===== src/hdl/bnk_ram.sv =====
// Generic single-port-write, single-read RAM with registered read data.
// No dependencies.
module bnk_ram #(
   parameter int WIDTH = 8,
   parameter int DEPTH = 256
) (
   input  logic                     clock,
   input  logic                     wr_en,
   input  logic [$clog2(DEPTH)-1:0] wr_addr,
   input  logic [WIDTH-1:0]         wr_data,
   input  logic [$clog2(DEPTH)-1:0] rd_addr,
   output logic [WIDTH-1:0]         rd_data
);
   logic [WIDTH-1:0] mem_ff [DEPTH];

   always_ff @(posedge clock) begin
      if (wr_en) begin
         mem_ff[wr_addr] <= wr_data;
      end
      rd_data <= mem_ff[rd_addr];
   end
endmodule


===== config.mk =====
export PLATFORM = sky130hd
export DESIGN_NAME = bnk_ram
export DESIGN_NICKNAME = d
export VERILOG_FILES = /design/src/hdl/bnk_ram.sv
export SDC_FILE = /design/constraint.sdc
export NUM_CORES = 2
export LEC_CHECK = 0
export BUFFER_PORTS_ARGS = -buffer_cell sky130_fd_sc_hd__buf_2
export CAP_MARGIN = 0
export CORE_MARGIN = 3
export CORE_UTILIZATION = 50
export CTS_CLUSTER_DIAMETER = 50
export CTS_CLUSTER_SIZE = 10
export DETAILED_ROUTE_END_ITERATION = 6
export PLACE_DENSITY_LB_ADDON = 0.08
export SKIP_LAST_GASP = 1
export SYNTH_ARGS = -nofsm -noshare
export SYNTH_HDL_FRONTEND = slang
export SYNTH_SLANG_ARGS = --single-unit

===== constraint.sdc =====
create_clock -name clock -period 2.6 [get_ports clock]
set_input_delay 0.52 -clock clock [delete_from_list [all_inputs] [get_ports clock]]
set_output_delay 0.52 -clock clock [all_outputs]
set_load 0.01 [all_outputs]

---- Word level (Yosys, flattened, before mapping) ----
Memory sizes are Yosys's and may differ from the RTL's. A register that Yosys moved wholly into a read port is not among the register bits.
Cells that the tools add are included.
cells by class
  reduce and logical (&&, ||, !) cells .... 0
  divide/modulo/power cells ............... 0
  muxes and demuxes ....................... 2
  multipliers ............................. 0
  $add $sub $neg .......................... 0
  order comparisons ....................... 0
  shift-type cells ........................ 0
  eq/ne operators ......................... 0
  bitwise gates (word level) .............. 0
operators by type and width
  operator          number
  2-to-1 mux 1 bit  2
storage, ports and cells
  memories kept ........................... 1
  memory bits (read-only) ................. 0
  word-level logic and storage cells ...... 3
  latch bits .............................. 0
  memory bits (writable) .................. 2048
  flip-flop bits (word level) ............. 0
  input bits .............................. 26
memory list
  memory  words  bits a word  rd ports  clocked after Yosys merged registers in  write ports  RTL line  source
  mem_ff  256    8            1         1                                        1            14        logic [WIDTH-1:0] mem_ff [DEPTH];

---- Longest topological paths before layout ----
  depth after elaboration ................. 2
  depth in mapped cells ................... 11
  mapped depth without buffers ............ 6

---- Worst setup path after synthesis ----
OpenSTA, ideal clock, no wires.
  path type ............................... input port to flip-flop
  from .................................... input rd_addr[0]
  to ...................................... register rd_data[2] (read register of mem_ff)
  slack ................................... 0.142 ns
  setup time .............................. 0.131 ns
  required time ........................... 2.469 ns
  stages .................................. 9
  arrival ................................. 2.327 ns
  cell sequence ........................... buf_6 -> buf_12 -> buf_8 -> buf_2 -> mux4_2 -> a22oi_1 -> a21oi_1 -> nor4_1 -> nor4_2
RTL lines
  item             RTL line  source
  start, declared  11        input logic [$clog2(DEPTH)-1:0] rd_addr,
  end, declared    12        output logic [WIDTH-1:0] rd_data

==> impl_summary.txt <==
----------------------------------------------------
[Global route]
  Initial antenna violation count ... 9
  Pin count of the biggest net entering global routing ... 95
  Via count of the first global-routing pass ... 42558
  Remaining Overflow, GRT ... 0
  Global Route Usage Sum ... 0.257
  First-pass GRT wire length ... 301000 um

[Setup path]
  Worst endpoint data arrival time ... 3340 ps
  Critical-path top delay cell ... mux4_2
  CP Cell Sequence ... mux4_2 > a22o_1 > a221oi_1 > buf_4 > o32ai_1 > nor3_1 > buf_4 > nor4_1
  Critical Path Most Common Cell ... buf_4
  Cell class contributing the biggest share of worst-path delay ... compound AO/OA/AOI/OAI gates
  Kind of capture point of the worst setup path ... flop
  Biggest cell delay along the critical path ... 520 ps
  Maximum fanout encountered on the critical timing path ... 1
  WS Path Type ... flop to flop
  CP bufs+invs ... 2
  Req. time, crit path ... 3330 ps
  Kind of start point of the critical path ... flop

[Power]
  Static leakage ... 0.0307 uW
  Peak ir drop on the vdd network ... 643 uV
  Reported net switching power ... 14500 uW
  Internal power consumption ... 54700 uW
  Relative contribution of combinational cells to total power ... 0.056
  Power share of the clock group ... 0.415
  Part of the total power dissipated in sequential elements ... 0.529
  Switching fraction of total power ... 0.210
  PwrDens ... 735 nW/um2

[Finish]
  Proportion of layout cells with a drive suffix above 1 ... 0.330
  Final-stage net count ... 4525
  Flip-flop and latch area ... 61700 um2
  Area taken by multi-input logic gates ... 16500 um2
  Synth-to-Final Area Change ... 18.4%
  Final Non-Filler Cells ... 6645
  Count of filler cells inserted in the layout ... 11167

[Status]
  Result of the run ... finished, violations left
  Violated checks ... negative setup slack

[CTS]
  Clock Sink Count ... 2056
  Clock Latency Late Sink ... 840 ps
  Number of CTS-inserted buffers ... 232
  Clock transition at the registers of the reported paths ... 50 ps
  H-tree depth ... 4
  Longest Clk Path Bufs ... 3
  Clock tree from TritonCTS ... yes
  Root buffer selected by CTS ... clkbuf_16

[Timing]
  Tightest Pin Transition ... 965 ps
  Final setup viols ... 1
  Minimum period implied by the final worst setup slack ... 2610 ps
  Total count of hold-check failures in the final report ... 0
  Total Negative Setup Slacks ... -14.7 ps
  Slew Limit Headroom ... 0.352
  Final max-slew violation count ... 0
  Setup Skew ... 25.4 ps
  Maximum achievable frequency ... 382 MHz
  Period utilization ... 1.01
  Worst-case setup margin in the final layout ... -14.7 ps
  RSZ-0062 raised after global routing ... no

[Synthesis]
  Area fraction of the dominant cell type after synthesis ... 0.773
  Cell type with the highest aggregate area in the netlist ... edfxtp_1
  Synthesized netlist cell count ... 3733
  Syn_area_per_cell ... 21.3 um2
  Number of unique standard cell types used by synthesis ... 55
  Ranking of synthesized cells by area ... edfxtp_1 77%, mux4_2 13%, mux2i_1 1.7%
  Number of nets in the synthesized netlist ... 3759
  Number of synthesis warnings ... 0
  EDFF count, synth ... 2048
  Synthesized cell area ... 79600 um2
  Fraction of registers with async set/reset ... 0
  Share of synthesized area occupied by flip-flops and latches ... 0.775
  Synth Register Bits ... 2056
  Predominant post-synthesis flop cell ... edfxtp_1

[Place]
  Final HPWL from detailed placement ... 138000 um
  Worst setup slack after placement ... -1140 ps
  Placed Cells ... 6323
  GPL Wtd Cong ... 0.860
  PortBufs ... 33

[Drt]
  1st-pass router iterations ... 5
  Final ANT Viol Nets ... 0
  Average routed wire per standard cell ... 31.1 um
  Overall routed net length ... 207000 um
  Drt via density ... 6.16
  Total number of vias ... 40951
  Iteration-0 DRC count of the detailed router ... 4808
  Residual DRC count ... 0

[Min path]
  Class of the most critical hold timing path ... input pin to flop

[Floorplan]
  Floorplan die area ... 164000 um2
  Core area ... 157000 um2
  Number of cell rows ... 145
  Overall die width ... 405 um
  Die Height ... 405 um
  Initial core utilization ... 0.506
  I/O pin count ... 34

[Job]
  Maximum capacitance violations ... 0

----------------------------------------------------
==> metrics by stage <==
step / total power, uW / hold WS [ps] / area, um2 / utilization
4_1_cts: 69800 / 228 / 94200 / 0.599
3_3_place_gp: 41200 / 1020 / 87600 / 0.558
3_5_place_dp: 41200 / 1010 / 87600 / 0.558
6_report: 69200 / 265 / 94200 / 0.599
5_1_grt: 71400 / 254 / 94200 / 0.599
2_1_floorplan: 39100 / 619 / 79600 / -
==> power by group through the flow <==
| stage | Combinational, uW | Sequential (uW) | Clock (uW) |
|---|---|---|---|
| final | 3910 | 36600 | 28700 |
| after global routing | 4130 | 36600 | 30600 |
| after CTS | 3950 | 36600 | 29300 |
| after detailed placement | 3940 | 37300 | 0 |
| after global placement | 3860 | 37300 | 0 |
| after floorplan | 1770 | 37300 | 0 |
==> final timing paths <==
| kind | startpoint | endpoint | slack (ps) | cells past startpoint |
|---|---|---|---|---|
| worst max register to register | mem_ff[211][5]$_DFFE_PP_ | rd_data[5]$_DFF_P_ | -10 | 8 |
| worst min-delay path | wr_data[4] | mem_ff[83][4]$_DFFE_PP_ | 270 | 1 |
| worst max-delay path | mem_ff[211][5]$_DFFE_PP_ | rd_data[5]$_DFF_P_ | -10 | 8 |
| worst min register to register | mem_ff[32][5]$_DFFE_PP_ | rd_data[5]$_DFF_P_ | 1130 | 7 |
==> Yosys cell counts (all sizes together) (6+ instances only) <==
master  count
nor2b      31
clkbuf    111
nand2      33
o211ai     10
edfxtp   2048
a21oi      96
a211oi     16
and2        6
nand3      34
buf       122
nor2      282
o21ai      12
a22oi     133
nand2b      8
mux2i     134
dfxtp       8
o221ai     47
nor3       22
nand4      10
a221oi     14
mux4      456
o22ai      28
a22o        8
nor4       27
==> cell type report <==
cell class	instances	share of cell area
Clock inverter	33	0.00405
Clock buffer	286	0.0648
Multi-Input combinational cell	1442	0.175
Inverter	2	0.0000797
Antenna cell	3	0.0000797
Tap cell	2058	0.0273
Sequential cell	2056	0.655
Timing Repair Buffer	765	0.0736
==> placed cells by master (no fill, tap or decap), drive strengths merged, types with 2 or more instances in the layout <==
cell / netlist / final
mux2i: 134 / 134
o21ai: 12 / 12
nand3: 34 / 34
and3b: 2 / 2
buf: 122 / 757
bufinv: 0 / 3
nand2b: 8 / 8
o211ai: 10 / 10
mux4: 456 / 456
o32ai: 5 / 5
a221oi: 14 / 14
a22o: 8 / 8
nor4: 27 / 27
clkinv: 1 / 19
and2: 6 / 6
nand4: 10 / 10
a2111oi: 5 / 5
nor2: 282 / 282
a22oi: 133 / 133
dfxtp: 8 / 8
nand2: 33 / 33
o22ai: 28 / 28
clkbuf: 111 / 294
a31oi: 2 / 2
nor2b: 31 / 31
or2: 4 / 4
a211oi: 16 / 16
nand3b: 2 / 2
o221ai: 47 / 47
diode: 0 / 3
nor3: 22 / 22
o22a: 5 / 5
edfxtp: 2048 / 2048
a311oi: 2 / 2
inv: 1 / 12
a21oi: 96 / 96
==> layer usage <==
| layer | wire, um | global-route usage |
|---|---|---|
| met1 | 83600 | 0.361 |
| met2 | 101000 | 0.417 |
| met3 | 15500 | 0.0435 |
| met4 | 6250 | 0.0807 |
| met5 | 0 | 0 |
==> cells by family (layout without fill, tap and decap cells) <==
group,after synthesis,in the layout,share of synthesized area
other,0,3,0
DFF,2056,2056,0.775
AOI/OAI and AO/OA,385,385,0.0342
muxes,591,591,0.146
and+or+nand+nor,466,466,0.0263
buffers and inverters,235,1086,0.0183
==> timing repair <==
item / 4_1_cts / 5_1_grt
hold buffers: 0 / 0
setup buffers: 0 / 0
endpoints found under the setup margin: 5 / 1
pin swaps: 0 / 0
gates resized for setup: 7 / 1
endpoints found under the hold margin: 0 / 0
==> worst reg2reg max path, cell delays in order (launching register included) <==
cell,delay (ps)
edfxtp_1,360
mux4_2,520
a22o_1,250
a221oi_1,270
buf_4,200
o32ai_1,80
nor3_1,520
buf_4,260
nor4_1,60
==> sequential cells by signal, indices dropped and copies added (netlist names) <==
name	cells
mem_ff	2048
rd_data	8
No activity file was read; power rests on OpenSTA's default activity.
